--- config.mk ---
export PLATFORM = sky130hd
export DESIGN_NAME = csv_byte_tokenizer_flat
export DESIGN_NICKNAME = d
export VERILOG_FILES = /design/src/rtl/csvt_pkg.sv /design/src/rtl/csvt_if.sv /design/src/rtl/csvt_front.sv /design/src/rtl/csvt_queue.sv /design/src/rtl/csvt_back.sv /design/src/rtl/csv_byte_tokenizer.sv /design/src/flat_wrapper.sv
export SDC_FILE = /design/constraint.sdc
export NUM_CORES = 1
export LEC_CHECK = 0
export ABC_AREA = 1
export BUFFER_PORTS_ARGS = -buffer_cell sky130_fd_sc_hd__buf_4
export CAP_MARGIN = 20
export CORE_MARGIN = 2
export CORE_UTILIZATION = 36
export DETAILED_ROUTE_END_ITERATION = 8
export MAX_ROUTING_LAYER = met4
export SYNTH_ARGS = -nofsm -noshare
export SYNTH_HDL_FRONTEND = slang
export SYNTH_SLANG_ARGS = --single-unit
--- constraint.sdc ---
create_clock -name clk -period 2.4 [get_ports clk]
set_clock_uncertainty 0.05 [all_clocks]
set_input_delay 0.12 -clock clk [delete_from_list [all_inputs] [get_ports clk]]
set_output_delay 0.12 -clock clk [all_outputs]
set_load 0.05 [all_outputs]
--- src/rtl/csvt_pkg.sv ---
// csvt_pkg: shared types and constants of the csv byte tokenizer
// used by every module of the block; depends on nothing

package csvt_pkg;

  localparam logic [7:0] CH_QUOTE = 8'h22;
  localparam logic [7:0] CH_COMMA = 8'h2C;
  localparam logic [7:0] CH_LF    = 8'h0A;
  localparam logic [7:0] CH_CR    = 8'h0D;

  localparam int unsigned QUEUE_DEPTH = 2;

  typedef enum logic [1:0] {
    KIND_BYTE  = 2'd0,
    KIND_FIELD = 2'd1,
    KIND_ROW   = 2'd2
  } kind_t;

  // one decoded input item: an optional released carriage return, then an optional main result
  typedef struct packed {
    logic       has_cr;
    logic       has_main;
    kind_t      kind;
    logic [7:0] content;
  } cmd_t;

endpackage

--- src/rtl/csvt_if.sv ---
// csvt_if: valid/ready channel interfaces of the csv byte tokenizer
// depends on csvt_pkg for the result kind type

interface csvt_in_if;
  logic       valid;
  logic       ready;
  logic       mode;
  logic [7:0] data_byte;

  modport source (output valid, output mode, output data_byte, input ready);
  modport sink   (input valid, input mode, input data_byte, output ready);
endinterface

interface csvt_out_if;
  logic               valid;
  logic               ready;
  csvt_pkg::kind_t    kind;
  logic [7:0]         content;
  logic               last;

  modport source (output valid, output kind, output content, output last, input ready);
  modport sink   (input valid, input kind, input content, input last, output ready);
endinterface

--- src/rtl/csvt_front.sv ---
// csvt_front: accepts bytes, runs the quote / carriage return state and decodes results
// depends on csvt_pkg and csvt_if; feeds csvt_queue

module csvt_front (
  input  logic            clk,
  input  logic            rst_n,
  csvt_in_if.sink         in_ch,
  input  logic            q_ready,
  output logic            push,
  output csvt_pkg::cmd_t  cmd
);

  logic in_quotes_r, in_quotes_nxt;
  logic quote_pending_r, quote_pending_nxt;
  logic cr_held_r, cr_held_nxt;
  logic field_nonempty_r, field_nonempty_nxt;
  logic row_nonempty_r, row_nonempty_nxt;

  logic       accept;
  logic       do_plain;
  logic       do_add;
  logic [7:0] add_b;
  logic [7:0] b;

  assign b           = in_ch.data_byte;
  assign in_ch.ready = q_ready;
  assign accept      = in_ch.valid && q_ready;
  assign push        = accept && (cmd.has_cr || cmd.has_main);

  always_comb begin
    in_quotes_nxt      = in_quotes_r;
    quote_pending_nxt  = quote_pending_r;
    cr_held_nxt        = cr_held_r;
    field_nonempty_nxt = field_nonempty_r;
    row_nonempty_nxt   = row_nonempty_r;
    cmd                = '0;
    do_plain           = 1'b0;
    do_add             = 1'b0;
    add_b              = b;

    if (in_ch.mode) begin
      // end of input: close the row if anything was seen, then start over
      if (field_nonempty_r || row_nonempty_r) begin
        cmd.has_main = 1'b1;
        cmd.kind     = csvt_pkg::KIND_ROW;
      end
      in_quotes_nxt      = 1'b0;
      quote_pending_nxt  = 1'b0;
      cr_held_nxt        = 1'b0;
      field_nonempty_nxt = 1'b0;
      row_nonempty_nxt   = 1'b0;
    end else begin
      if (in_quotes_r && quote_pending_r) begin
        quote_pending_nxt = 1'b0;
        if (b == csvt_pkg::CH_QUOTE) begin
          do_add = 1'b1;
          add_b  = csvt_pkg::CH_QUOTE;
        end else begin
          in_quotes_nxt = 1'b0;
          do_plain      = 1'b1;
        end
      end else if (in_quotes_r) begin
        if (b == csvt_pkg::CH_QUOTE) begin
          quote_pending_nxt = 1'b1;
        end else begin
          do_add = 1'b1;
        end
      end else begin
        quote_pending_nxt = 1'b0;
        do_plain          = 1'b1;
      end

      if (do_plain) begin
        if (b == csvt_pkg::CH_QUOTE) begin
          in_quotes_nxt = 1'b1;
        end else if (b == csvt_pkg::CH_COMMA) begin
          cmd.has_cr         = cr_held_r;
          cr_held_nxt        = 1'b0;
          cmd.has_main       = 1'b1;
          cmd.kind           = csvt_pkg::KIND_FIELD;
          field_nonempty_nxt = 1'b0;
          row_nonempty_nxt   = 1'b1;
        end else if (b == csvt_pkg::CH_LF) begin
          // a held carriage return before the newline is dropped
          cr_held_nxt        = 1'b0;
          cmd.has_main       = 1'b1;
          cmd.kind           = csvt_pkg::KIND_ROW;
          field_nonempty_nxt = 1'b0;
          row_nonempty_nxt   = 1'b0;
        end else begin
          do_add = 1'b1;
        end
      end

      if (do_add) begin
        cmd.has_cr  = cr_held_r;
        cr_held_nxt = (add_b == csvt_pkg::CH_CR);
        if (add_b != csvt_pkg::CH_CR) begin
          cmd.has_main = 1'b1;
          cmd.kind     = csvt_pkg::KIND_BYTE;
          cmd.content  = add_b;
        end
        field_nonempty_nxt = 1'b1;
      end
    end
  end

  always_ff @(posedge clk) begin
    if (!rst_n) begin
      in_quotes_r      <= 1'b0;
      quote_pending_r  <= 1'b0;
      cr_held_r        <= 1'b0;
      field_nonempty_r <= 1'b0;
      row_nonempty_r   <= 1'b0;
    end else if (accept) begin
      in_quotes_r      <= in_quotes_nxt;
      quote_pending_r  <= quote_pending_nxt;
      cr_held_r        <= cr_held_nxt;
      field_nonempty_r <= field_nonempty_nxt;
      row_nonempty_r   <= row_nonempty_nxt;
    end
  end

  // a pending quote only exists inside quoted mode
  a_pending_in_quotes: assert property (@(posedge clk) disable iff (!rst_n)
    quote_pending_r |-> in_quotes_r)
    else $error("pending quote outside quoted mode");

  // a held carriage return always belongs to a non-empty field
  a_cr_field: assert property (@(posedge clk) disable iff (!rst_n)
    cr_held_r |-> field_nonempty_r)
    else $error("held carriage return in an empty field");

  // end of input leaves the tokenizer in its start state
  a_flush_clears: assert property (@(posedge clk) disable iff (!rst_n)
    accept && in_ch.mode |=> !in_quotes_r && !cr_held_r && !field_nonempty_r
                             && !row_nonempty_r)
    else $error("state not cleared after end of input");

endmodule

--- src/rtl/csvt_queue.sv ---
// csvt_queue: short register queue of decoded items between front and back
// depends on csvt_pkg

module csvt_queue #(
  parameter int unsigned DEPTH = csvt_pkg::QUEUE_DEPTH
) (
  input  logic            clk,
  input  logic            rst_n,
  input  logic            push,
  input  csvt_pkg::cmd_t  push_cmd,
  output logic            ready,
  input  logic            pop,
  output logic            nonempty,
  output csvt_pkg::cmd_t  head
);

  localparam int unsigned PW = (DEPTH > 1) ? $clog2(DEPTH) : 1;
  localparam int unsigned CW = $clog2(DEPTH + 1);

  csvt_pkg::cmd_t slot_r [DEPTH];
  logic [PW-1:0]  wr_ptr_r, wr_ptr_nxt;
  logic [PW-1:0]  rd_ptr_r, rd_ptr_nxt;
  logic [CW-1:0]  count_r, count_nxt;

  assign ready    = (count_r != CW'(DEPTH));
  assign nonempty = (count_r != '0);
  assign head     = slot_r[rd_ptr_r];

  always_comb begin
    wr_ptr_nxt = wr_ptr_r;
    rd_ptr_nxt = rd_ptr_r;
    count_nxt  = count_r;
    if (push) begin
      wr_ptr_nxt = (wr_ptr_r == PW'(DEPTH - 1)) ? '0 : wr_ptr_r + 1'b1;
    end
    if (pop) begin
      rd_ptr_nxt = (rd_ptr_r == PW'(DEPTH - 1)) ? '0 : rd_ptr_r + 1'b1;
    end
    case ({push, pop})
      2'b10:   count_nxt = count_r + 1'b1;
      2'b01:   count_nxt = count_r - 1'b1;
      default: count_nxt = count_r;
    endcase
  end

  always_ff @(posedge clk) begin
    if (!rst_n) begin
      wr_ptr_r <= '0;
      rd_ptr_r <= '0;
      count_r  <= '0;
    end else begin
      wr_ptr_r <= wr_ptr_nxt;
      rd_ptr_r <= rd_ptr_nxt;
      count_r  <= count_nxt;
    end
  end

  always_ff @(posedge clk) begin
    if (push) begin
      slot_r[wr_ptr_r] <= push_cmd;
    end
  end

  a_no_overflow: assert property (@(posedge clk) disable iff (!rst_n)
    push |-> ready)
    else $error("push into a full queue");

  a_no_underflow: assert property (@(posedge clk) disable iff (!rst_n)
    pop |-> nonempty)
    else $error("pop from an empty queue");

  a_count_bound: assert property (@(posedge clk) disable iff (!rst_n)
    count_r <= CW'(DEPTH))
    else $error("queue count beyond depth");

endmodule

--- src/rtl/csvt_back.sv ---
// csvt_back: turns queued items into one or two result transactions
// depends on csvt_pkg and csvt_if; drains csvt_queue

module csvt_back (
  input  logic            clk,
  input  logic            rst_n,
  input  logic            q_nonempty,
  input  csvt_pkg::cmd_t  q_head,
  output logic            q_pop,
  csvt_out_if.source      out_ch
);

  logic            out_valid_r;
  csvt_pkg::kind_t out_kind_r, out_kind_nxt;
  logic [7:0]      out_content_r, out_content_nxt;
  logic            out_last_r, out_last_nxt;
  logic            phase_r, phase_nxt;
  logic            load;

  assign load = q_nonempty && (!out_valid_r || out_ch.ready);

  always_comb begin
    out_kind_nxt    = q_head.kind;
    out_content_nxt = q_head.content;
    out_last_nxt    = 1'b1;
    phase_nxt       = phase_r;
    q_pop           = 1'b0;
    if (load) begin
      if (q_head.has_cr && !phase_r) begin
        // released carriage return goes out ahead of the main result
        out_kind_nxt    = csvt_pkg::KIND_BYTE;
        out_content_nxt = csvt_pkg::CH_CR;
        out_last_nxt    = !q_head.has_main;
        phase_nxt       = q_head.has_main;
        q_pop           = !q_head.has_main;
      end else begin
        phase_nxt = 1'b0;
        q_pop     = 1'b1;
      end
    end
  end

  always_ff @(posedge clk) begin
    if (!rst_n) begin
      out_valid_r <= 1'b0;
      phase_r     <= 1'b0;
    end else begin
      phase_r <= phase_nxt;
      if (load) begin
        out_valid_r <= 1'b1;
      end else if (out_ch.ready) begin
        out_valid_r <= 1'b0;
      end
    end
  end

  always_ff @(posedge clk) begin
    if (load) begin
      out_kind_r    <= out_kind_nxt;
      out_content_r <= out_content_nxt;
      out_last_r    <= out_last_nxt;
    end
  end

  assign out_ch.valid   = out_valid_r;
  assign out_ch.kind    = out_kind_r;
  assign out_ch.content = out_content_r;
  assign out_ch.last    = out_last_r;

  // marks carry no content and always close their item
  a_mark_last: assert property (@(posedge clk) disable iff (!rst_n)
    out_valid_r && out_kind_r != csvt_pkg::KIND_BYTE |-> out_last_r && out_content_r == 8'h00)
    else $error("mark with content or not last");

  // only a released carriage return can open a two-result item
  a_first_is_cr: assert property (@(posedge clk) disable iff (!rst_n)
    out_valid_r && !out_last_r |-> out_kind_r == csvt_pkg::KIND_BYTE
                                   && out_content_r == csvt_pkg::CH_CR)
    else $error("first of two results is not a carriage return");

  // second half of an item is pending only while that item is at the head
  a_phase_head: assert property (@(posedge clk) disable iff (!rst_n)
    phase_r |-> q_nonempty && q_head.has_cr && q_head.has_main)
    else $error("second-half phase without a matching queued item");

endmodule

--- src/rtl/csv_byte_tokenizer.sv ---
// csv_byte_tokenizer: streaming csv tokenizer, top level
// depends on csvt_pkg, csvt_if, csvt_front, csvt_queue and csvt_back
//
// usage:
//   in_ch carries one transaction per input byte (mode 0) or end of input (mode 1).
//   out_ch carries result transactions: a content byte, a field end or a row end,
//   with last set on the final result of each input transaction. Inputs that
//   produce nothing (opening quote, held carriage return, ...) give no result.
//   timing: an accepted byte's result goes into the queue, then into the output register once
//   that register is free. The front accepts one byte per cycle while the queue has
//   room; the back emits one result per cycle while out_ch.ready is high, so an input
//   with a released carriage return and a second result gives two output transactions.
//   A two-entry queue between front and back absorbs that.
//   stalls: with out_ch.ready low the output register holds and the queue fills;
//   in_ch.ready drops only when the queue is full.
//   reset (rst_n low, synchronous): quote, carriage return and field/row state
//   clear, the queue empties and out_ch.valid goes low.

module csv_byte_tokenizer #(
  parameter int unsigned QUEUE_DEPTH = csvt_pkg::QUEUE_DEPTH
) (
  input  logic        clk,
  input  logic        rst_n,
  csvt_in_if.sink     in_ch,
  csvt_out_if.source  out_ch
);

  logic           q_ready;
  logic           q_push;
  logic           q_pop;
  logic           q_nonempty;
  csvt_pkg::cmd_t front_cmd;
  csvt_pkg::cmd_t q_head;

  csvt_front u_front (
    .clk     (clk),
    .rst_n   (rst_n),
    .in_ch   (in_ch),
    .q_ready (q_ready),
    .push    (q_push),
    .cmd     (front_cmd)
  );

  csvt_queue #(
    .DEPTH (QUEUE_DEPTH)
  ) u_queue (
    .clk      (clk),
    .rst_n    (rst_n),
    .push     (q_push),
    .push_cmd (front_cmd),
    .ready    (q_ready),
    .pop      (q_pop),
    .nonempty (q_nonempty),
    .head     (q_head)
  );

  csvt_back u_back (
    .clk        (clk),
    .rst_n      (rst_n),
    .q_nonempty (q_nonempty),
    .q_head     (q_head),
    .q_pop      (q_pop),
    .out_ch     (out_ch)
  );

endmodule

--- src/flat_wrapper.sv ---
// flat-port wrapper written by rule: the top's interface ports become plain ports
module csv_byte_tokenizer_flat 
#(
  parameter int unsigned QUEUE_DEPTH = csvt_pkg::QUEUE_DEPTH
)
  (clk, rst_n, in_ch_valid, in_ch_mode, in_ch_data_byte, in_ch_ready, out_ch_valid, out_ch_kind, out_ch_content, out_ch_last, out_ch_ready);
  csvt_in_if in_ch_i ();
  csvt_out_if out_ch_i ();
  input  logic clk;
  input  logic rst_n;
  input wire logic [$bits(in_ch_i.valid)-1:0] in_ch_valid;
  input wire logic [$bits(in_ch_i.mode)-1:0] in_ch_mode;
  input wire logic [$bits(in_ch_i.data_byte)-1:0] in_ch_data_byte;
  output wire logic [$bits(in_ch_i.ready)-1:0] in_ch_ready;
  output wire logic [$bits(out_ch_i.valid)-1:0] out_ch_valid;
  output wire logic [$bits(out_ch_i.kind)-1:0] out_ch_kind;
  output wire logic [$bits(out_ch_i.content)-1:0] out_ch_content;
  output wire logic [$bits(out_ch_i.last)-1:0] out_ch_last;
  input wire logic [$bits(out_ch_i.ready)-1:0] out_ch_ready;
  assign in_ch_i.valid = in_ch_valid;
  assign in_ch_i.mode = in_ch_mode;
  assign in_ch_i.data_byte = in_ch_data_byte;
  assign in_ch_ready = in_ch_i.ready;
  assign out_ch_valid = out_ch_i.valid;
  assign out_ch_kind = out_ch_i.kind;
  assign out_ch_content = out_ch_i.content;
  assign out_ch_last = out_ch_i.last;
  assign out_ch_i.ready = out_ch_ready;
  csv_byte_tokenizer #(.QUEUE_DEPTH(QUEUE_DEPTH)) u_core (.clk(clk), .rst_n(rst_n), .in_ch(in_ch_i), .out_ch(out_ch_i));
endmodule
==> load_flow_metrics.sql, run 1 <==
INSERT INTO impl_metrics (metric_group, metric, value, unit) VALUES
('placed_design', 'detailedPlacementHpwl', '2910', 'µm'),
('final_layout', 'mostFrequentLayoutCells', 'sky130_fd_sc_hd__nand2_1 (55), sky130_fd_sc_hd__edfxtp_1 (35), sky130_fd_sc_hd__buf_4 (30)', ''),
('yosys', 'mux_contribution_to_synthesized_area', '0', ''),
('yosys', 'synthSimpleGateAreaFrac', '0.278', ''),
('floorplan', 'boundaryPins', '26', ''),
('yosys', 'synth_xor_xnor_area_share', '0', ''),
('worst_setup_path', 'setup_crit_end_kind', 'flop', ''),
('timing', 'worst-slew-pin-transition', '0.472', 'ns'),
('yosys', 'postSynthAreaPerCell', '9.59', 'µm²'),
('timing', 'worst_slew_margin_rel', '0.685', ''),
('cts', 'cts_resized', '0', ''),
('timing', 'unrepaired_setup_endpoints_after_global_routing', 'no', ''),
('global_route', 'grt.overflow.total', '0', ''),
('final_layout', 'syn_to_final_growth', '18.0', '%'),
('routing', 'met2WireLength', '1940', 'µm'),
('pwr', 'p_leak', '1.10', 'nW'),
('routing', 'drc', '0', ''),
('yosys', 'post_synth_num_cell_types', '28', ''),
('worst_setup_path', 'cp_top_family', 'simple AND/OR/NAND/NOR gates', ''),
('yosys', 'synth_cell_area', '2190', 'µm²'),
('cts', 'tritoncts', 'built', ''),
('routing', 'dr_total_vias', '1521', ''),
('yosys', 'cell_count_after_synthesis', '228', ''),
('yosys', 'synth_top_family_by_area', 'simple AND/OR/NAND/NOR gates', ''),
('timing', 'timing.setup.tns', '0', 'ns'),
('routing', 'final_antenna_net_count', '0', ''),
('worst_setup_path', 'max_stage_delay', '0.39', 'ns'),
('routing', 'detailroute.wirelength.met3', '105', 'µm'),
('run_status', 'run_status', 'complete, no violations', ''),
('routing', 'topRoutingLayerUsed', 'met4', ''),
('floorplan', 'row_count', '28', ''),
('global_route', 'number_of_global_route_vias_before_repair', '1460', ''),
('final_layout', 'layout-drive-gt1-share', '0.267', ''),
('timing', 'timing.final.hold_violations', '0', ''),
('cts', 'clk_latency', '0.30', 'ns'),
('cts', 'cts_htree_levels', '2', ''),
('final_layout', 'filler_cell_count', '605', ''),
('global_route', 'grt_max_degree', '16', ''),
('cts', 'cts_buffers', '5', ''),
('timing', 'timing.fmax', '483', 'MHz'),
('routing', 'route.layer.met1.wl', '1670', 'µm'),
('floorplan', 'floorplan.initialDensity', '0.371', ''),
('cts', 'numClockSinks', '47', ''),
('worst_setup_path', 'worst-path-max-fanout', '5', ''),
('yosys', 'synth-compound-area-share', '0.0595', ''),
('floorplan', 'die_y', '81.9', 'µm'),
('floorplan', 'core', '5890', 'µm²'),
('timing', 'setup_violations', '0', ''),
('cts', 'ctsHoldBuffers', '0', ''),
('worst_setup_path', 'cp_slowest_cell', 'sky130_fd_sc_hd__dfxtp_1', ''),
('routing', 'drt_iter0_markers', '40', ''),
('global_route', 'grt_first_pass_wirelength', '6430', 'µm'),
('floorplan', 'die_outline_area', '6710', 'µm²'),
('routing', 'postRouteWirelength', '3730', 'µm'),
('timing', 'final.hold.worst_slack', '0.0469', 'ns'),
('cts', 'clkSlewWorstSetupHoldPaths', '0.08', 'ns'),
('cts', 'cts.path.max_buffers', '2', ''),
('cts', 'clk_root_buffer_cell', 'sky130_fd_sc_hd__clkbuf_8', ''),
('min_path', 'hold_path.class', 'primary input to flop', ''),
('worst_setup_path', 'cp_num_buf_inv', '2', ''),
('yosys', 'yosysSeqAreaShare', '0.591', ''),
('routing', 'wire_per_inst', '11.1', 'µm'),
('final_layout', 'diodes', '0', ''),
('yosys', 'mappedNetlistNets', '242', ''),
('worst_setup_path', 'crit_required', '2.54', 'ns'),
('yosys', 'yosysWarnings', '0', ''),
('pwr', 'worst_ir_drop_vdd', '436', 'µV'),
('timing', 'final_clock_period_utilization_by_the_worst_path', '0.862', ''),
('global_route', 'grtUsageTotal', '0.130', ''),
('worst_setup_path', 'arrival', '2.21', 'ns'),
('pwr', 'power.density', '1030', 'nW/µm²');
[kinds of logic after synthesis]
kind of cell	after synthesis
AND/OR/NAND/NOR	119
flip-flops	47
buffers and inverters	38
AO/OA/AOI/OAI	23
adder cells (fa/ha/maj)	1
[cell type report]
| class | count | area [µm²] | area share |
|---|---|---|---|
| Clock inverter | 3 | 20.0 | 0.00776 |
| Inverter | 34 | 129 | 0.0500 |
| Sequential cell | 47 | 1290 | 0.501 |
| Timing Repair Buffer | 30 | 225 | 0.0873 |
| Multi-Input combinational cell | 143 | 751 | 0.291 |
| Clock buffer | 5 | 68.8 | 0.0267 |
| Tap cell | 75 | 93.8 | 0.0364 |
[final timing paths]
check | slack (ns) | cells past startpoint | startpoint | to
worst max-delay path | 0.33 | 12 | u_core.u_front.in_quotes_r$_SDFFE_PN0P_ | u_core.u_queue.count_r[1]$_SDFFE_PN0P_
worst min-delay path | 0.05 | 3 | rst_n | u_core.u_queue.wr_ptr_r$_SDFFE_PN0N_
worst max register to register | 0.33 | 12 | u_core.u_front.in_quotes_r$_SDFFE_PN0P_ | u_core.u_queue.count_r[1]$_SDFFE_PN0P_
worst min register to register | 0.41 | 2 | u_core.u_front.row_nonempty_r$_SDFFE_PN0P_ | u_core.u_front.row_nonempty_r$_SDFFE_PN0P_
[registers in the layout, indices dropped and copies added, names as in the netlist, named ones only]
signal	cells
u_core.u_queue.slot_r	24
u_core.u_back.out_ch.valid	1
u_core.u_queue.rd_ptr_r	1
u_core.u_front.in_quotes_r	1
u_core.u_front.cr_held_r	1
u_core.u_queue.wr_ptr_r	1
u_core.u_front.quote_pending_r	1
u_core.u_front.row_nonempty_r	1
u_core.u_back.phase_r	1
u_core.u_back.out_ch.kind	2
u_core.u_back.out_ch.content	8
u_core.u_queue.count_r	2
u_core.u_back.out_ch.last	1
u_core.u_front.field_nonempty_r	1
[layer usage]
layer	GRT usage	vias up
met5	-	-
met4	0.0450	0
met3	0.0297	2
met2	0.230	22
met1	0.142	687
li1	-	810
[per-stage QoR]
step                      area [µm²]  setup WS, ns  power, W  utilization  std cells
after floorplan                 2190        0.0488   0.00191            -        228
after global placement          2490         0.368   0.00221        0.423        329
final                           2580         0.331   0.00266        0.438        337
after detailed placement        2490         0.338   0.00222        0.423        329
after global routing            2580         0.140   0.00284        0.438        337
after CTS                       2580         0.328   0.00269        0.438        337
[where the power goes]
| part | leakage [nW] | internal [W] | switching, W |
|---|---|---|---|
| sequential | 0.427 | 0.00109 | 0.0000544 |
| clock | 0.0363 | 0.000202 | 0.000265 |
| combinational | 0.637 | 0.000309 | 0.000732 |
[worst register-to-register path, stage by stage, from the launching register on]
cell and delay [ns]:
sky130_fd_sc_hd__dfxtp_1 0.39, sky130_fd_sc_hd__inv_1 0.09, sky130_fd_sc_hd__nor2_1 0.18, sky130_fd_sc_hd__inv_1 0.10, sky130_fd_sc_hd__nand3_4 0.11, sky130_fd_sc_hd__nand4_4 0.12, sky130_fd_sc_hd__nand3_4 0.13, sky130_fd_sc_hd__nand2_1 0.07
sky130_fd_sc_hd__ha_1 0.31, sky130_fd_sc_hd__a21oi_1 0.11, sky130_fd_sc_hd__o21ai_0 0.10, sky130_fd_sc_hd__o21ai_0 0.16, sky130_fd_sc_hd__a21oi_1 0.05
[Yosys cell counts]
master	count	area, µm²
sky130_fd_sc_hd__nand3_4	2	35.0
sky130_fd_sc_hd__nand3_1	10	50.1
sky130_fd_sc_hd__nand4_4	1	21.3
sky130_fd_sc_hd__inv_1	26	97.6
sky130_fd_sc_hd__nand2_2	9	56.3
sky130_fd_sc_hd__nor2_4	2	22.5
sky130_fd_sc_hd__a221oi_1	1	8.76
sky130_fd_sc_hd__o21ai_0	6	30.0
sky130_fd_sc_hd__o21ai_1	1	5.00
sky130_fd_sc_hd__nand4_1	1	6.26
sky130_fd_sc_hd__nand2_1	55	206
sky130_fd_sc_hd__nor2_8	1	20.0
sky130_fd_sc_hd__dfxtp_1	12	240
sky130_fd_sc_hd__nand3_2	3	30.0
sky130_fd_sc_hd__nor3_1	3	15.0
sky130_fd_sc_hd__clkinv_2	1	5.00
sky130_fd_sc_hd__nor2_2	3	18.8
sky130_fd_sc_hd__a211oi_1	1	7.51
sky130_fd_sc_hd__o21ai_2	1	8.76
sky130_fd_sc_hd__edfxtp_1	35	1050
sky130_fd_sc_hd__nor2_1	26	97.6
sky130_fd_sc_hd__ha_1	1	12.5
sky130_fd_sc_hd__clkbuf_1	4	15.0
sky130_fd_sc_hd__nand2_4	2	22.5
sky130_fd_sc_hd__a21oi_1	11	55.1
sky130_fd_sc_hd__nor4_1	1	6.26
sky130_fd_sc_hd__inv_2	7	26.3
sky130_fd_sc_hd__o211ai_1	2	15.0
Note: power is estimated with default switching activity, not from simulation.
==> run 2, diff against run 1 <==
--- a/config.mk
+++ b/config.mk
@@ -14,2 +14,3 @@
 export MAX_ROUTING_LAYER = met4
+export RECOVER_POWER = 50
 export SYNTH_ARGS = -nofsm -noshare
==> constraint.sdc (replaced) <==
create_clock -name clk -period 2.4 [get_ports clk]
set_clock_uncertainty 0.05 [all_clocks]
set_input_delay 0.36 -clock clk [delete_from_list [all_inputs] [get_ports clk]]
set_output_delay 0.36 -clock clk [all_outputs]
set_load 0.05 [all_outputs]
==> run 2 against run 1 <==
  * Combinational power fell by 9%
  * Register-to-register slack got worse by 0.06 ns
  * Global-route usage rose by 0.66 points
  * Final cell count up 0.30%
  * Sequential power about the same
  * Wire length is 3.2% higher
  * Core utilization fell by 0.91 points
  * Largest cell class unchanged
==> load_flow_metrics.sql, run 2 (synthesized netlist as in run 1, its figures left out) <==
INSERT INTO impl_metrics (metric_group, metric, value, unit) VALUES
('cts', 'numClockSinks', '47', ''),
('final_layout', 'layoutNonFillerInstCount', '338', ''),
('timing', 'final_clock_period_utilization_by_the_worst_path', '0.885', ''),
('placed_design', 'detailedPlacementHpwl', '2950', 'µm'),
('placed_design', 'postPlaceCellArea', '2500', 'µm²'),
('floorplan', 'boundaryPins', '26', ''),
('global_route', 'grt_first_pass_wirelength', '6760', 'µm'),
('floorplan', 'die_outline_area', '6710', 'µm²'),
('routing', 'wire_per_inst', '11.4', 'µm'),
('global_route', 'number_of_global_route_vias_before_repair', '1457', ''),
('floorplan', 'die_y', '81.9', 'µm'),
('floorplan', 'dieWidth', '81.9', 'µm'),
('timing', 'timing.fmax', '471', 'MHz'),
('timing', 'maxSlewViolCount', '0', ''),
('pwr', 'power.density', '1020', 'nW/µm²'),
('global_route', 'antenna_violations_before_repair', '0', ''),
('min_path', 'worstHoldStart', 'rst_n', ''),
('final_layout', 'max_ffs_per_register', '24', ''),
('final_layout', 'mostFrequentLayoutCell', 'sky130_fd_sc_hd__nand2_1', ''),
('timing', 'timing.final.hold_violations', '0', ''),
('worst_setup_path', 'crit_required', '2.53', 'ns'),
('job', 'drv_cap', '0', ''),
('placed_design', 'place.detailed.instances', '330', ''),
('final_layout', 'final_design_area_no_fill', '2520', 'µm²'),
('cts', 'clk_latency', '0.30', 'ns'),
('routing', 'avgViaCountPerCell', '4.46', ''),
('routing', 'drtPass1Iterations', '4', ''),
('final_layout', 'nets', '276', ''),
('cts', 'cts.path.max_buffers', '2', ''),
('routing', 'dr_total_vias', '1506', ''),
('worst_setup_path', 'arrival', '2.26', 'ns'),
('run_status', 'run_status', 'complete, no violations', ''),
('routing', 'final_antenna_net_count', '0', ''),
('routing', 'drt_iter0_markers', '61', ''),
('timing', 'worst_slew_margin_rel', '0.541', ''),
('final_layout', 'filler_cell_count', '596', ''),
('timing', 'final_period_minus_worst_setup_slack', '2.12', 'ns'),
('cts', 'cts_htree_levels', '2', ''),
('cts', 'post_cts_buffers', '0', ''),
('worst_setup_path', 'crit_type', 'flop to flop', ''),
('min_path', 'hold_path.class', 'primary input to flop', ''),
('floorplan', 'floorplan.initialDensity', '0.371', ''),
('worst_setup_path', 'setup_crit_end_kind', 'flop', ''),
('final_layout', 'mostFrequentLayoutCells', 'sky130_fd_sc_hd__nand2_1 (57), sky130_fd_sc_hd__edfxtp_1 (35), sky130_fd_sc_hd__inv_1 (27)', ''),
('routing', 'postRouteWirelength', '3850', 'µm'),
('worst_setup_path', 'reg2reg_from', 'u_core.u_front.in_quotes_r$_SDFFE_PN0P_', ''),
('cts', 'ctsHoldBuffers', '0', ''),
('pwr', 'p_leak', '1.05', 'nW'),
('worst_setup_path', 'worst-path-max-fanout', '5', ''),
('timing', 'setup_ws', '0.275', 'ns'),
('cts', 'cts_buffers', '5', ''),
('final_layout', 'largest_register_by_flop_count', 'u_core.u_queue.slot_r', ''),
('cts', 'cts_resized', '0', ''),
('worst_setup_path', 'worst_setup_path_start_kind', 'flop', ''),
('timing', 'unrepaired_setup_endpoints_after_global_routing', 'no', ''),
('final_layout', 'syn_to_final_growth', '15.5', '%'),
('timing', 'worst-slew-pin-transition', '0.689', 'ns'),
('timing', 'setup_violations', '0', ''),
('global_route', 'grt_max_degree', '16', ''),
('global_route', 'grt.overflow.total', '0', ''),
('global_route', 'grtUsageTotal', '0.136', ''),
('placed_design', 'preCtsSetupSlack', '0.0808', 'ns'),
('pwr', 'worst_ir_drop_vdd', '419', 'µV'),
('placed_design', 'portBuffers', '25', ''),
('cts', 'clk_root_buffer_cell', 'sky130_fd_sc_hd__clkbuf_8', ''),
('worst_setup_path', 'crit_path_start', 'u_core.u_front.in_quotes_r$_SDFFE_PN0P_', ''),
('timing', 'timing.setup.tns', '0', 'ns'),
('final_layout', 'layout-drive-gt1-share', '0.198', ''),
('cts', 'clkSlewWorstSetupHoldPaths', '0.09', 'ns'),
('floorplan', 'core', '5890', 'µm²'),
('final_layout', 'diodes', '0', ''),
('placed_design', 'gpl.final_weighted_congestion', '0.785', ''),
('cts', 'tritoncts', 'built', ''),
('routing', 'drc', '0', ''),
('floorplan', 'row_count', '28', '');
[run 2: report_power, final]
part           total (W)  internal (W)  switching [W]
sequential       0.00115       0.00110      0.0000529
clock           0.000469      0.000203       0.000266
combinational   0.000951      0.000216       0.000735
[run 2: critical path: stages (launching register included)]
cell                      delay (ns)
sky130_fd_sc_hd__dfxtp_1        0.38
sky130_fd_sc_hd__inv_1          0.10
sky130_fd_sc_hd__nor2_1         0.20
sky130_fd_sc_hd__inv_1          0.11
sky130_fd_sc_hd__nand3_4        0.11
sky130_fd_sc_hd__nand4_4        0.13
sky130_fd_sc_hd__nand3_4        0.13
sky130_fd_sc_hd__nand2_1        0.07
sky130_fd_sc_hd__ha_1           0.31
sky130_fd_sc_hd__a21oi_1        0.11
sky130_fd_sc_hd__o21ai_0        0.11
sky130_fd_sc_hd__o21ai_0        0.15
sky130_fd_sc_hd__a21oi_1        0.06
[run 2: path summary, 6_finish.rpt]
path | cells after the start | slack [ns] | endpoint
max | 12 | 0.28 | u_core.u_queue.count_r[1]$_SDFFE_PN0P_
min | 3 | 0.28 | u_core.u_queue.wr_ptr_r$_SDFFE_PN0N_
max reg2reg | 12 | 0.28 | u_core.u_queue.count_r[1]$_SDFFE_PN0P_
min reg2reg | 1 | 0.40 | flop
[run 2: layer usage]
| metal | share of wire | vias up | routed length [µm] | track usage |
|---|---|---|---|---|
| met4 | 0.0093 | 0 | 36 | 0.0500 |
| met2 | 0.49 | 23 | 1870 | 0.219 |
| li1 | - | 808 | - | - |
| met1 | 0.47 | 671 | 1820 | 0.169 |
| met3 | 0.030 | 4 | 117 | 0.0297 |
| met5 | 0 | - | 0 | - |
[run 2: cell type report]
cell class	instances	area, µm²	area share
Tap cell	75	93.8	0.0372
Clock inverter	3	20.0	0.00793
Inverter	34	129	0.0510
Multi-Input combinational cell	143	746	0.295
Sequential cell	47	1290	0.511
Clock buffer	5	68.8	0.0273
Timing Repair Buffer	31	176	0.0699
[run 2: metrics by stage]
step                 util  hold slack, ns  power (W)
global route        0.429           0.304    0.00276
global placement    0.424           0.390    0.00221
CTS                 0.439           0.271    0.00269
finish              0.429           0.284    0.00257
detailed placement  0.424           0.399    0.00222
floorplan               -           0.381    0.00191
==> run 3, diff against run 2 <==
Settings changed: ABC_AREA 1 to unset, CORE_UTILIZATION 36 to 35.
==> run 3 against run 2 <==
  * Wire length down 7.3%
  * Critical path type is now primary input to flop
  * Area after synthesis down 5.1%
  * Via count shrank 12%
  * Core utilization about the same
  * Largest cell class unchanged
  * Final cell count down 16%
  * Maximum frequency fell by 7.6%
  * Clock power shrank 2%
  * Cell area fell by 1.3%
  * Sequential power about the same
  * Combinational power fell by 9.5%
==> load_flow_metrics.sql, run 3 <==
INSERT INTO impl_metrics (metric_group, metric, value, unit) VALUES
('run_status', 'run_status', 'complete, no violations', ''),
('cts', 'clk_root_buffer_cell', 'sky130_fd_sc_hd__clkbuf_8', ''),
('placed_design', 'postPlaceCellArea', '2470', 'µm²'),
('final_layout', 'diodes', '0', ''),
('cts', 'tritoncts', 'built', ''),
('yosys', 'synth.most_common_cell', 'sky130_fd_sc_hd__edfxtp_1', ''),
('yosys', 'synth.largest_area_cell', 'sky130_fd_sc_hd__edfxtp_1', ''),
('global_route', 'grt.overflow.total', '0', ''),
('final_layout', 'mostFrequentLayoutCell', 'sky130_fd_sc_hd__edfxtp_1', ''),
('floorplan', 'floorplan.initialDensity', '0.357', ''),
('timing', 'setup_violations', '0', ''),
('floorplan', 'row_count', '28', ''),
('yosys', 'postSynthAreaPerCell', '12.6', 'µm²'),
('final_layout', 'mostFrequentLayoutCells', 'sky130_fd_sc_hd__edfxtp_1 (35), sky130_fd_sc_hd__buf_4 (20), sky130_fd_sc_hd__nor2_1 (19), sky130_fd_sc_hd__clkbuf_1 (19), sky130_fd_sc_hd__mux2i_1 (14)', ''),
('final_layout', 'filler_cell_count', '589', ''),
('timing', 'timing.fmax', '435', 'MHz'),
('cts', 'clkSlewWorstSetupHoldPaths', '0.08', 'ns'),
('worst_setup_path', 'cp_cell_sequence', 'clkbuf_1 > or4_4 > a31o_1 > a211o_1 > and3_4 > o21ai_4 > ha_4 > xnor2_1 > or3_1 > a21boi_1', ''),
('timing', 'final_clock_period_utilization_by_the_worst_path', '0.958', ''),
('placed_design', 'gpl.final_weighted_congestion', '0.844', ''),
('routing', 'final_antenna_net_count', '0', ''),
('yosys', 'yosysWarnings', '0', ''),
('global_route', 'grtUsageTotal', '0.126', ''),
('pwr', 'power.density', '987', 'nW/µm²'),
('timing', 'timing.final.hold_violations', '0', ''),
('placed_design', 'portBuffers', '25', ''),
('cts', 'cts_htree_levels', '2', ''),
('global_route', 'antenna_violations_before_repair', '0', ''),
('yosys', 'postSynth.topFlopCell', 'sky130_fd_sc_hd__edfxtp_1', ''),
('worst_setup_path', 'worst-path-max-fanout', '3', ''),
('worst_setup_path', 'regToRegSetupSlack', '0.35', 'ns'),
('floorplan', 'die_outline_area', '6560', 'µm²'),
('yosys', 'synth.cells.most_frequent', 'sky130_fd_sc_hd__edfxtp_1 (35), sky130_fd_sc_hd__nor2_1 (19), sky130_fd_sc_hd__mux2i_1 (14)', ''),
('yosys', 'yosysSeqAreaShare', '0.622', ''),
('yosys', 'cell_count_after_synthesis', '164', ''),
('worst_setup_path', 'max_stage_delay', '0.54', 'ns'),
('worst_setup_path', 'rr_endpoint', 'u_core.u_queue.count_r[1]$_SDFFE_PN0P_', ''),
('yosys', 'mappedNetlistNets', '178', ''),
('global_route', 'grt_max_degree', '16', ''),
('placed_design', 'detailedPlacementHpwl', '2660', 'µm'),
('final_layout', 'final_design_area_no_fill', '2490', 'µm²'),
('final_layout', 'max_ffs_per_register', '24', ''),
('min_path', 'timing.hold.worst_path_depth', '2', ''),
('min_path', 'worstHoldStart', 'rst_n', ''),
('min_path', 'hold_crit_endpoint', 'u_core.u_back.out_ch.valid$_SDFFE_PN0P_', ''),
('worst_setup_path', 'reg2reg_from', 'u_core.u_front.quote_pending_r$_SDFFE_PN0P_', ''),
('yosys', 'ffs_w_async_s_r_synth', '0', ''),
('cts', 'clk_latency', '0.29', 'ns'),
('routing', 'drt_iter0_markers', '41', ''),
('final_layout', 'syn_to_final_growth', '20.1', '%'),
('routing', 'drtPass1Iterations', '4', ''),
('global_route', 'grt_first_pass_wirelength', '6020', 'µm'),
('cts', 'numClockSinks', '47', ''),
('global_route', 'number_of_global_route_vias_before_repair', '1296', ''),
('worst_setup_path', 'crit_path_start', 'in_ch_data_byte[0]', ''),
('yosys', 'post_synth_num_cell_types', '44', ''),
('worst_setup_path', 'crit_type', 'primary input to flop', ''),
('worst_setup_path', 'worst_setup_path_start_kind', 'primary input', ''),
('worst_setup_path', 'cp_slowest_cell', 'sky130_fd_sc_hd__or4_4', ''),
('cts', 'cts_buffers', '5', ''),
('routing', 'avgViaCountPerCell', '4.70', ''),
('timing', 'unrepaired_setup_endpoints_after_global_routing', 'no', ''),
('floorplan', 'die_y', '81.0', 'µm'),
('final_layout', 'layout-drive-gt1-share', '0.168', ''),
('pwr', 'p_leak', '0.849', 'nW'),
('worst_setup_path', 'setup_crit_end_kind', 'flop', ''),
('yosys', 'post_synth_main_area_contributors', 'sky130_fd_sc_hd__edfxtp_1 (51%), sky130_fd_sc_hd__dfxtp_1 (12%), sky130_fd_sc_hd__mux2i_1 (6.8%)', ''),
('job', 'drv_cap', '0', ''),
('routing', 'dr_total_vias', '1329', ''),
('floorplan', 'dieWidth', '81.0', 'µm'),
('floorplan', 'boundaryPins', '26', ''),
('yosys', 'synth_cell_area', '2070', 'µm²'),
('routing', 'postRouteWirelength', '3570', 'µm'),
('routing', 'drc', '0', ''),
('yosys', 'synth_edf_count', '35', ''),
('worst_setup_path', 'crit_required', '2.58', 'ns'),
('min_path', 'hold_path.class', 'primary input to flop', ''),
('timing', 'worst_slew_margin_rel', '0.359', ''),
('pwr', 'worst_ir_drop_vdd', '342', 'µV'),
('floorplan', 'core', '5820', 'µm²'),
('yosys', 'synth_largest_type_area_fraction', '0.507', ''),
('timing', 'worst-slew-pin-transition', '0.958', 'ns'),
('timing', 'final_period_minus_worst_setup_slack', '2.30', 'ns'),
('timing', 'maxSlewViolCount', '0', ''),
('yosys', 'synth-seq-cells', '47', ''),
('worst_setup_path', 'arrival', '2.48', 'ns'),
('worst_setup_path', 'worst-r2r-cell-count', '9', ''),
('final_layout', 'nets', '221', ''),
('cts', 'cts.path.max_buffers', '2', ''),
('final_layout', 'largest_register_by_flop_count', 'u_core.u_queue.slot_r', ''),
('routing', 'wire_per_inst', '12.6', 'µm'),
('pwr', 'design_power_total', '0.00246', 'W');
==> run 3: kinds of logic after synthesis <==
group,count (synthesis),share of synthesized area
buffers and inverters,8,0.0151
muxes,14,0.0675
DFF,47,0.622
xor gates and xnor gates,3,0.0127
and+or+nand+nor,67,0.184
AOI/OAI and AO/OA,24,0.0923
adders and majority gates,1,0.00603
==> run 3: how the worst max path moves through the flow <==
| stage | endpoint | slack (ns) | depth (start not counted) |
|---|---|---|---|
| after global placement | u_core.u_queue.count_r[1]$_SDFFE_PN0P_ | -0.18 | 10 |
| after global routing | u_core.u_queue.count_r[1]$_SDFFE_PN0P_ | 0.003 | 10 |
| after CTS | u_core.u_queue.count_r[1]$_SDFFE_PN0P_ | 0.1 | 10 |
| after detailed placement | u_core.u_queue.count_r[1]$_SDFFE_PN0P_ | -0.21 | 10 |
| final | u_core.u_queue.count_r[1]$_SDFFE_PN0P_ | 0.10 | 10 |
| after floorplan | u_core.u_queue.count_r[1]$_SDFFE_PN0P_ | -0.07 | 9 |
==> run 3: final cells by class <==
type / count / area (µm²) / area share
tap: 75 / 93.8 / 0.0377
clock buffer: 5 / 68.8 / 0.0276
multi-input combinational: 109 / 778 / 0.312
timing repair buffer: 39 / 221 / 0.0889
inverter: 5 / 18.8 / 0.00753
sequential: 47 / 1290 / 0.518
clock inverter: 3 / 20.0 / 0.00803
==> run 3: timing repair <==
item                                    4_1_cts  5_1_grt
hold buffers                                  0        0
endpoints found under the setup margin        0        1
resized for setup                             0        1
setup buffers                                 0        0
endpoints found under the hold margin         0        0
==> run 3: critical path, delay by kind of cell <==
family / cells / cell delay (ns)
AOI/OAI and AO/OA: 4 / 0.76
xor gates and xnor gates: 1 / 0.06
adders and majority gates: 1 / 0.15
buffers and inverters: 1 / 0.11
and+or+nand+nor: 3 / 1.05
==> run 3: power by group <==
part           switching, W  internal [W]  total, W
Combinational      0.000613      0.000248  0.000861
Clock              0.000256      0.000203  0.000459
Sequential        0.0000583       0.00108   0.00114
==> run 3: metal layers <==
layer,track usage,vias up,wire length (µm)
li1,-,686,-
met1,0.152,618,1710
met2,0.201,20,1650
met3,0.0300,5,140
met4,0.0559,0,70
met5,-,-,0
==> run 3: metrics by stage <==
stage          TNS [ns]  hold WS (ns)  instances  setup slack, ns   util
2_1_floorplan    -0.894         0.378        164          -0.0694      -
3_3_place_gp      -3.32         0.390        275           -0.184  0.425
3_5_place_dp      -3.37         0.405        275           -0.210  0.425
4_1_cts               0         0.307        283           0.0970  0.440
5_1_grt               0         0.323        283          0.00270  0.429
6_report              0         0.314        283            0.101  0.429
